[src/rtl/wss_pkg.sv]
// shared types and codes for the wake subscription scheduler
package wss_pkg;
  localparam logic [2:0] ACT_SUB   = 3'd0;
  localparam logic [2:0] ACT_UNSUB = 3'd1;
  localparam logic [2:0] ACT_FIRE  = 3'd2;
  localparam logic [2:0] ACT_DRAIN = 3'd3;
  localparam logic [2:0] ACT_COUNT = 3'd4;
  localparam logic [2:0] ACT_CLEAR = 3'd5;

  localparam logic [2:0] KIND_TIMER = 3'd0;
  localparam logic [2:0] KIND_EVENT = 3'd1;
  localparam logic [2:0] KIND_STATE = 3'd2;
  localparam logic [2:0] KIND_INIT  = 3'd3;
  localparam logic [2:0] KIND_EXPL  = 3'd4;

  localparam logic [1:0] ST_OK    = 2'd0;
  localparam logic [1:0] ST_ZERO  = 2'd1;
  localparam logic [1:0] ST_FULL  = 2'd2;

  localparam int KEY_W  = 32;
  localparam int TICK_W = 64;

  typedef struct packed {
    logic [2:0]       kind;
    logic [5:0]       sys;
    logic [KEY_W-1:0] key;
    logic             fired;
  } entry_t;
endpackage

[src/rtl/wake_subscription_scheduler_top.sv]
// wake subscription scheduler: subscription table, bit-serial timer match, runqueue drain
//
// one input word per action on in_valid/in_ready; results on out_valid/out_ready.
// every action gives one result word, except a drain that emits several ids,
// one word per id in ascending order, last set on the final word.
// the block works on one word at a time: in_ready is high only while idle.
// table actions walk the entries one per cycle, pausing while a timer fire
// match is in the remainder unit; the result word is registered after the walk.
// a timer fire computes tick mod period for each matching entry with a
// restoring remainder unit, one tick bit a cycle.
// a drain scans the 64 runqueue bits one per cycle, pausing to emit each queued id.
// when the receiver stalls, the output register holds and the result or id emit state waits.
// reset (rst_n low, synchronous) empties table valid bits and the runqueue;
// table payload is not cleared, entries are marked invalid.
module wake_subscription_scheduler_top
  import wss_pkg::*;
#(
  parameter int TABLE_ENTRIES = 32,
  parameter int SYSTEMS = 64
) (
  input  logic        clk,
  input  logic        rst_n,
  input  logic        in_valid,
  output logic        in_ready,
  input  logic [2:0]  in_action,
  input  logic [2:0]  in_kind,
  input  logic [5:0]  in_system_id,
  input  logic [31:0] in_match_key,
  input  logic [63:0] in_tick,
  input  logic [6:0]  in_capacity,
  output logic        out_valid,
  input  logic        out_ready,
  output logic [1:0]  out_status,
  output logic [5:0]  out_count,
  output logic [5:0]  out_woke_id,
  output logic        out_id_valid,
  output logic        out_last
);
  localparam int IW = (TABLE_ENTRIES > 1) ? $clog2(TABLE_ENTRIES) : 1;
  localparam int CW = $clog2(TABLE_ENTRIES + 1);

  localparam logic [2:0] S_IDLE  = 3'd0;
  localparam logic [2:0] S_WALK  = 3'd1;
  localparam logic [2:0] S_MOD   = 3'd2;
  localparam logic [2:0] S_RES   = 3'd3;
  localparam logic [2:0] S_DRAIN = 3'd4;
  localparam logic [2:0] S_DEMIT = 3'd5;

  logic [2:0] state_r;
  entry_t tbl_r [TABLE_ENTRIES];
  logic [TABLE_ENTRIES-1:0] vld_r;
  logic [63:0] run_r;
  // number of ids queued in run_r
  logic [6:0]  run_cnt_r;

  logic [2:0]  act_r, kind_r;
  logic [5:0]  sys_r;
  logic [31:0] key_r;
  logic [63:0] tick_r;
  logic [IW-1:0] idx_r;
  logic [CW:0]   n_r;
  logic [IW-1:0] free_r;
  logic          free_ok_r;
  // remainder unit
  logic [32:0] rem_r;
  logic [6:0]  bit_r;
  // drain
  logic [6:0]  pos_r, emit_r, total_r;
  logic [63:0] scan_r;

  logic       ov_r;
  logic [1:0] os_r;
  logic [5:0] oc_r, oid_r;
  logic       oiv_r, ol_r;

  assign in_ready = (state_r == S_IDLE) && !ov_r;
  assign out_valid = ov_r;
  assign out_status = os_r;
  assign out_count = oc_r;
  assign out_woke_id = oid_r;
  assign out_id_valid = oiv_r;
  assign out_last = ol_r;

  entry_t cur;
  logic   cur_v, kmatch, idx_end, go_mod;
  logic [32:0] rem_sh;
  logic [5:0]  n_sat;
  logic [6:0]  cap_sat;
  logic [1:0]  res_st;
  logic [5:0]  res_cnt;
  logic        do_store;
  assign cur = tbl_r[idx_r];
  assign cur_v = vld_r[idx_r];
  assign kmatch = cur_v && (cur.kind == kind_r);
  assign idx_end = (idx_r == IW'(TABLE_ENTRIES - 1));
  assign go_mod = (act_r == ACT_FIRE) && kmatch && (kind_r == KIND_TIMER);
  assign rem_sh = {rem_r[31:0], tick_r[63]};
  assign n_sat = (n_r > (CW+1)'(63)) ? 6'd63 : 6'(n_r);
  assign cap_sat = (in_capacity > 7'd64) ? 7'd64 : in_capacity;

  // result word of a single-word action
  always_comb begin
    res_st = ST_OK;
    res_cnt = '0;
    do_store = 1'b0;
    case (act_r)
      ACT_SUB: begin
        if (kind_r > KIND_EXPL) res_cnt = '0;
        else if (kind_r == KIND_TIMER && key_r == '0) begin
          res_st = ST_ZERO; res_cnt = n_sat;
        end else if (SYSTEMS < 64 && 7'(sys_r) >= 7'(SYSTEMS)) begin
          res_cnt = n_sat;
        end else if (!free_ok_r) begin
          res_st = ST_FULL; res_cnt = n_sat;
        end else begin
          do_store = 1'b1;
          res_cnt = (n_r + 1'b1 > (CW+1)'(63)) ? 6'd63 : 6'(n_r + 1'b1);
        end
      end
      ACT_UNSUB, ACT_FIRE, ACT_COUNT: res_cnt = n_sat;
      default: ;
    endcase
  end

  wire ofree = !ov_r || out_ready;
  wire ov_set = ofree && ((state_r == S_RES) || (state_r == S_DEMIT));

  always_ff @(posedge clk) begin
    if (!rst_n) begin
      state_r <= S_IDLE;
      vld_r <= '0;
      run_r <= '0;
      run_cnt_r <= '0;
      ov_r <= 1'b0;
    end else begin
      ov_r <= ov_set || (ov_r && !out_ready);
      unique case (state_r)
        S_IDLE: begin
          if (in_valid && in_ready) begin
            act_r <= in_action; kind_r <= in_kind; sys_r <= in_system_id;
            key_r <= in_match_key; tick_r <= in_tick;
            idx_r <= '0; n_r <= '0; free_ok_r <= 1'b0;
            pos_r <= '0; emit_r <= '0;
            unique case (in_action)
              ACT_SUB, ACT_UNSUB, ACT_FIRE, ACT_COUNT: state_r <= S_WALK;
              ACT_DRAIN: begin
                scan_r <= run_r;
                total_r <= (run_cnt_r < cap_sat) ? run_cnt_r : cap_sat;
                run_r <= '0;
                run_cnt_r <= '0;
                state_r <= S_DRAIN;
              end
              ACT_CLEAR: begin
                vld_r <= '0; run_r <= '0; run_cnt_r <= '0; state_r <= S_RES;
              end
              default: state_r <= S_RES;
            endcase
          end
        end
        S_WALK: begin
          state_r <= go_mod ? S_MOD : (idx_end ? S_RES : S_WALK);
          if (!idx_end && !go_mod) idx_r <= idx_r + 1'b1;
          unique case (act_r)
            ACT_SUB: begin
              if (!cur_v && !free_ok_r) begin
                free_ok_r <= 1'b1; free_r <= idx_r;
              end
              if (kmatch) n_r <= n_r + 1'b1;
            end
            ACT_COUNT: if (kmatch) n_r <= n_r + 1'b1;
            ACT_UNSUB: if (kmatch && cur.sys == sys_r) begin
              vld_r[idx_r] <= 1'b0; n_r <= n_r + 1'b1;
            end
            default: begin
              if (kmatch) begin
                case (kind_r)
                  KIND_TIMER: begin
                    rem_r <= '0; bit_r <= '0;
                  end
                  KIND_EVENT, KIND_STATE: if (cur.key == key_r) begin
                    n_r <= n_r + 1'b1; run_r[cur.sys] <= 1'b1;
                    if (!run_r[cur.sys]) run_cnt_r <= run_cnt_r + 1'b1;
                  end
                  KIND_INIT: if (!cur.fired) begin
                    n_r <= n_r + 1'b1; run_r[cur.sys] <= 1'b1;
                    if (!run_r[cur.sys]) run_cnt_r <= run_cnt_r + 1'b1;
                    tbl_r[idx_r].fired <= 1'b1;
                  end
                  KIND_EXPL: if (cur.key == key_r && cur.sys == sys_r) begin
                    n_r <= n_r + 1'b1; run_r[cur.sys] <= 1'b1;
                    if (!run_r[cur.sys]) run_cnt_r <= run_cnt_r + 1'b1;
                  end
                  default: ;
                endcase
              end
            end
          endcase
        end
        S_MOD: begin
          // one tick bit per cycle, msb first; tick rotates back into place
          if (bit_r == 7'd64) begin
            if (rem_r == '0 && cur.key != '0) begin
              n_r <= n_r + 1'b1; run_r[cur.sys] <= 1'b1;
              if (!run_r[cur.sys]) run_cnt_r <= run_cnt_r + 1'b1;
            end
            if (idx_end) state_r <= S_RES;
            else begin
              idx_r <= idx_r + 1'b1; state_r <= S_WALK;
            end
          end else begin
            rem_r <= (rem_sh >= {1'b0, cur.key}) ? rem_sh - {1'b0, cur.key} : rem_sh;
            tick_r <= {tick_r[62:0], tick_r[63]};
            bit_r <= bit_r + 1'b1;
          end
        end
        S_RES: begin
          if (ofree) begin
            os_r <= res_st; oc_r <= res_cnt; oid_r <= '0;
            oiv_r <= 1'b0; ol_r <= 1'b1;
            state_r <= S_IDLE;
            if (do_store) begin
              vld_r[free_r] <= 1'b1;
              tbl_r[free_r] <= '{kind: kind_r, sys: sys_r,
                key: (kind_r == KIND_INIT) ? '0 : key_r, fired: 1'b0};
            end
          end
        end
        S_DRAIN: begin
          if (total_r == '0) state_r <= S_RES;
          else if (emit_r == total_r || pos_r == 7'd64) state_r <= S_IDLE;
          else if (scan_r[0]) state_r <= S_DEMIT;
          else begin
            scan_r <= {1'b0, scan_r[63:1]}; pos_r <= pos_r + 1'b1;
          end
        end
        S_DEMIT: begin
          if (ofree) begin
            os_r <= ST_OK;
            oc_r <= (total_r > 7'd63) ? 6'd63 : 6'(total_r);
            oid_r <= 6'(pos_r); oiv_r <= 1'b1;
            ol_r <= (emit_r + 1'b1 == total_r);
            emit_r <= emit_r + 1'b1;
            scan_r <= {1'b0, scan_r[63:1]}; pos_r <= pos_r + 1'b1;
            state_r <= S_DRAIN;
          end
        end
        default: state_r <= S_IDLE;
      endcase
    end
  end
endmodule

[config.mk]
export PLATFORM = sky130hd
export DESIGN_NAME = wake_subscription_scheduler_top
export DESIGN_NICKNAME = d
export VERILOG_FILES = /design/src/rtl/wss_pkg.sv /design/src/rtl/wake_subscription_scheduler_top.sv
export SDC_FILE = /design/constraint.sdc
export NUM_CORES = 2
export LEC_CHECK = 0
export BUFFER_PORTS_ARGS = -buffer_cell sky130_fd_sc_hd__buf_2
export CORE_MARGIN = 2
export CORE_UTILIZATION = 40
export DETAILED_ROUTE_END_ITERATION = 12
export HOLD_SLACK_MARGIN = 0.1
export PLACE_DENSITY = 0.66
export SYNTH_ARGS = -nofsm -noshare
export SYNTH_HDL_FRONTEND = slang
export SYNTH_SLANG_ARGS = --single-unit
[constraint.sdc]
create_clock -name clk -period 12.5 [get_ports clk]
set_clock_uncertainty 0.2 [all_clocks]
set_input_delay 2.5 -clock clk [delete_from_list [all_inputs] [get_ports clk]]
set_output_delay 2.5 -clock clk [all_outputs]
set_load 0.01 [all_outputs]
Word-level counts from Yosys, hierarchy flattened --
Memories as Yosys holds them, arrays and structs flattened. A register that Yosys moved wholly into a read port is not among the register bits. Cells that the tools add are included.
Operators by class: reduce and logical (&&, ||, !) cells 65, add/sub/neg operators 7, equal/unequal tests 59, magnitude comparators 13, multiplexer cells 148, bitwise logic cells 4
Operators with widths (count):
- $mux 64 | 17
- $pmux 64 s3 | 3
- $mux 32 | 7
- $mux 7 | 30
- $mux 33 | 5
- $pmux 64 s2 | 1
- $pmux 7 s3 | 5
- $pmux 32 s3 | 1
- $pmux 33 s2 | 1
- $or 64x64->64 | 1
- $mux 6 | 10
- $mux 42 | 1
- $pmux 7 s2 | 3
- $reduce_or 42->1 | 1
- $ne 2x2->1 const B | 19
- $pmux 6 s2 | 3
- $add 7x1->7 const B | 5
- $ge 33x32->1 | 1
- $logic_not 33->1 | 1
- $sub 33x32->33 | 1
- $and 32x32->32 | 1
- $eq 32x32->1 | 1
- $logic_not 32->1 | 1
- $not 32->32 | 1
- 56 further kinds | 176
Storage, ports and cells: memories kept 1, output and inout bits 18, bits of input ports 119, register bits 374, memory bits (writable) 1344, word-level logic and storage cells 323
Memory list:
- tbl_r | words 32, bits a word 42, rd ports 1, clocked after memory_dff 1, write ports 1, RTL line wake_subscription_scheduler_top.sv:50 | entry_t tbl_r [TABLE_ENTRIES];

Logic depth before layout (Yosys ltp) --
word-level depth 12, depth in mapped cells 24, gate-level depth less buffers 18

Worst setup path before layout --
Ideal clock, no wire load.
kind input to register, start input port rst_n, end register scan_r[10] (enable), arrival time 7550 ps, cell stages on the path 4, path buffers 2, setup slack 4189 ps, data required time 11739 ps, cells stage by stage clkbuf_1 > clkbuf_1 > o2111ai_1 > nor3_1
On the way: word-level cells in the longest chain between the ends 1
Ends and longest elaborated chain:
- from (decl) | RTL line wake_subscription_scheduler_top.sv:22 | input logic rst_n,
- $reduce_and 8->1 (no line)
- to (signal assigned) | RTL line wake_subscription_scheduler_top.sv:147 | scan_r <= run_r;
- to (signal assigned) | RTL line wake_subscription_scheduler_top.sv:233 | scan_r <= {1'b0, scan_r[63:1]}; pos_r <= pos_r + 1'b1;
- to (signal assigned) | RTL line wake_subscription_scheduler_top.sv:243 | scan_r <= {1'b0, scan_r[63:1]}; pos_r <= pos_r + 1'b1;
- to (decl) | RTL line wake_subscription_scheduler_top.sv:69 | logic [63:0] scan_r;
No other way between the ends. A chain may end at the register's enable or synchronous reset.

==> flow_summary.json <==
{
  "synthesis.area_um2": 71700,
  "critPathKind": "reg2reg",
  "core_um2": 178000,
  "clock_path_buffers": 3,
  "h-tree-depth": 4,
  "drt-total-wl_um": 194000,
  "setup_viol": 0,
  "worstPathArrival_ns": 8.79,
  "final_nets": 4834,
  "synth.avg_cell_area_um2": 15.9,
  "yosysMostFrequentCell": "edfxtp_1",
  "syn2layout_area_growth_pct": 13.0,
  "tightest_slew_ns": 1.34,
  "fin_crit_sh_pct": 65.9,
  "gp_congestion": 0.910,
  "grt_use_total_pct": 21.0,
  "synth_top_area_cell": "edfxtp_1",
  "final_antenna_net_count": 0,
  "setup_tns_ns": 0,
  "vias": 42100,
  "cts_setup_buffers": 0,
  "synthArstFlopShare_pct": 0,
  "hold_class": "reg2reg",
  "finalMaxSlewViolations": 0,
  "path_cells": "buf_12, buf_4, mux4_2, a22oi_1, and2_1, nand3_1, xor2_1, nor4_1, a31oi_1, nand4b_1, a2111o_1, nor4bb_1, a22o_1",
  "place_hpwl_um": 109000,
  "drv_cap": 0,
  "io_pins": 137,
  "postSynthNetCount": 4689,
  "p_int_mw": 11.2,
  "die_y_um": 427,
  "power_density_nw_per_um2": 203,
  "synth_common_cells": "edfxtp_1, nand2_1, mux2i_1, nor2_1, mux4_2",
  "dieArea_um2": 183000,
  "grt_pass1_vias": 40700,
  "synthCells": 4518,
  "synth_area_leaders": "edfxtp_1, mux4_2, mux2i_1",
  "synth_edf_count": 1611,
  "insertion_delay_ns": 0.82,
  "wl_per_cell_um": 27.0,
  "p_leak_nw": 29.9,
  "ys_ff_latch": 1723,
  "grt_pass1_wl_um": 281000,
  "drive_gt1_share_pct": 16.4,
  "cts.clk_slew.worst_paths_ns": 0.06,
  "vdd_drop_max_uv": 138,
  "grt_max_degree": 93,
  "swShare_pct": 32.3,
  "cts-root-buf": "clkbuf_16",
  "rows": 155,
  "p_sw_mw": 5.33,
  "critPathCaptureType": "flip-flop",
  "antenna_found_initial": 4,
  "slowest_delay_ns": 1.10,
  "power_frac_comb_pct": 27.0,
  "hold_buffers": 0,
  "port_buffers": 136,
  "cp_data_required_time_ns": 13.05,
  "max-slew-margin-rel_pct": 10.7,
  "cts.sinks": 1723,
  "seq_area_frac_synth_pct": 70.6,
  "synth_top_cell_area_share_pct": 67.5,
  "drc_errors": 0,
  "critPathMaxFanout": 76,
  "start_util_pct": 40.2,
  "cts-resized-gates": 0,
  "outcome": "completed",
  "ys_types": 81,
  "finalHoldViolCount": 0,
  "max_freq_mhz": 121,
  "drt-initial-drc-count": 5273,
  "cts_made_buffers": 172,
  "grt-ovfl-total": 0,
  "cp_slowest_cell": "nor4bb_1",
  "p_clk_share_pct": 32.1,
  "final_core_util_pct": 45.5,
  "period_minus_slack_ns": 8.24,
  "rsz0062_at_grt": "false",
  "viasPerCell": 5.87,
  "ys_dominant_reg_cell": "edfxtp_1",
  "ys_warn_count": 0,
  "seqPwrFrac_pct": 40.9,
  "cts_tree": "built",
  "startpoint_type": "flip-flop",
  "dieWidth_um": 427,
  "firstDrtPassIters": 6
}
cell type report:
class,count,area (um^2)
timing repair buffer,222,1380
multi-input combinational,2490,20100
antenna,2,5.00
fill,15200,97200
tap,2355,2950
inverter,54,203
sequential,1723,50600
clock inverter,108,1210
clock buffer,207,4560
critical path, delay by kind of cell (launching register included):
kind	cells	cell delay, ns
mux	1	0.58
compound gates	4	1.91
buf+inv	2	1.18
xor+xnor	1	0.27
flops	1	0.81
simple gates	5	3.10
through the flow:
stage | hold WS (ns) | setup slack [ns] | cell area [um^2] | std cells | power, mW
2_1_floorplan | 0.253 | 4.19 | 71700 | 4518 | 9.92
3_3_place_gp | 0.272 | 4.56 | 75300 | 6844 | 11.2
3_5_place_dp | 0.283 | 4.34 | 75300 | 6844 | 11.2
4_1_cts | 0.299 | 4.27 | 81000 | 7159 | 16.5
5_1_grt | 0.318 | 3.86 | 81000 | 7159 | 17.1
6_report | 0.299 | 4.26 | 81000 | 7161 | 16.5
registers in the layout, indices dropped and copies added, names as in the netlist, 32 cells and up, named ones only:
signal  count
vld_r      32
tbl_r    1344
run_r      64
scan_r     64
key_r      32
rem_r      33
tick_r     64
path summary, 6_finish.rpt:
kind                            startpoint        end  slack, ns  depth (start not counted)
worst max-delay path             flip-flop  run_r[48]       4.26                         13
worst min-delay path             vld_r[28]  vld_r[28]       0.30                          1
worst max register to register   flip-flop  run_r[48]       4.26                         13
worst min register to register   vld_r[28]  vld_r[28]       0.30                          1
cell families (layout without fill, tap and decap cells):
logic type	after synthesis	in the layout	share of synthesized area [%]
compound gates	694	694	6.66
xor+xnor	105	105	1.28
fa+ha+maj	52	52	0.918
buf+inv	305	591	1.84
flops	1723	1723	70.6
mux	577	577	11.8
other cells	0	2	0
simple gates	1062	1062	6.91
cells in the final DEF, fill, tap and decap left out, types with 21 or more instances in the layout:
| cell | netlist | layout |
|---|---|---|
| a21oi_1 | 169 | 169 |
| nor2_1 | 217 | 182 |
| nor2_4 | 0 | 34 |
| nor4_1 | 38 | 38 |
| buf_2 | 73 | 136 |
| a31oi_1 | 29 | 29 |
| nand4_1 | 27 | 27 |
| a21o_1 | 28 | 28 |
| nand2b_1 | 28 | 28 |
| nand3_1 | 88 | 88 |
| clkbuf_16 | 0 | 176 |
| dfxtp_1 | 112 | 107 |
| and3_1 | 31 | 30 |
| clkbuf_1 | 131 | 27 |
| xnor2_1 | 57 | 57 |
| a22o_1 | 83 | 83 |
| nor3_1 | 33 | 28 |
| bufinv_16 | 0 | 22 |
| clkinv_2 | 0 | 27 |
| clkinv_1 | 2 | 38 |
| edfxtp_1 | 1611 | 1611 |
| buf_4 | 10 | 82 |
| ha_1 | 51 | 51 |
| o22ai_1 | 32 | 32 |
| and2_1 | 53 | 52 |
| inv_1 | 52 | 50 |
| nand2_1 | 443 | 441 |
| a22oi_1 | 140 | 140 |
| xor2_1 | 48 | 48 |
| o21ai_0 | 75 | 75 |
| mux4_2 | 211 | 211 |
| mux2_2 | 21 | 21 |
| mux2i_1 | 345 | 345 |
power by group through the flow:
stage	combinational, mW	clock (mW)	sequential, mW
after CTS	4.40	5.37	6.74
after floorplan	3.20	0	6.72
final	4.45	5.30	6.74
after detailed placement	4.38	0	6.86
after global routing	4.77	5.57	6.76
after global placement	4.36	0	6.86
routing by layer:
layer / vias up / share of wire, % / GRT usage, % / wire length [um]
met2: 2087 / 47 / 33.1 / 90400
met5: - / 0.014 / 0 / 27
met3: 357 / 8.7 / 3.82 / 16700
met4: 4 / 3.9 / 8.30 / 7550
li1: 18000 / - / - / -
met1: 21600 / 41 / 28.8 / 78800
No activity file was read; power rests on OpenSTA's default activity.
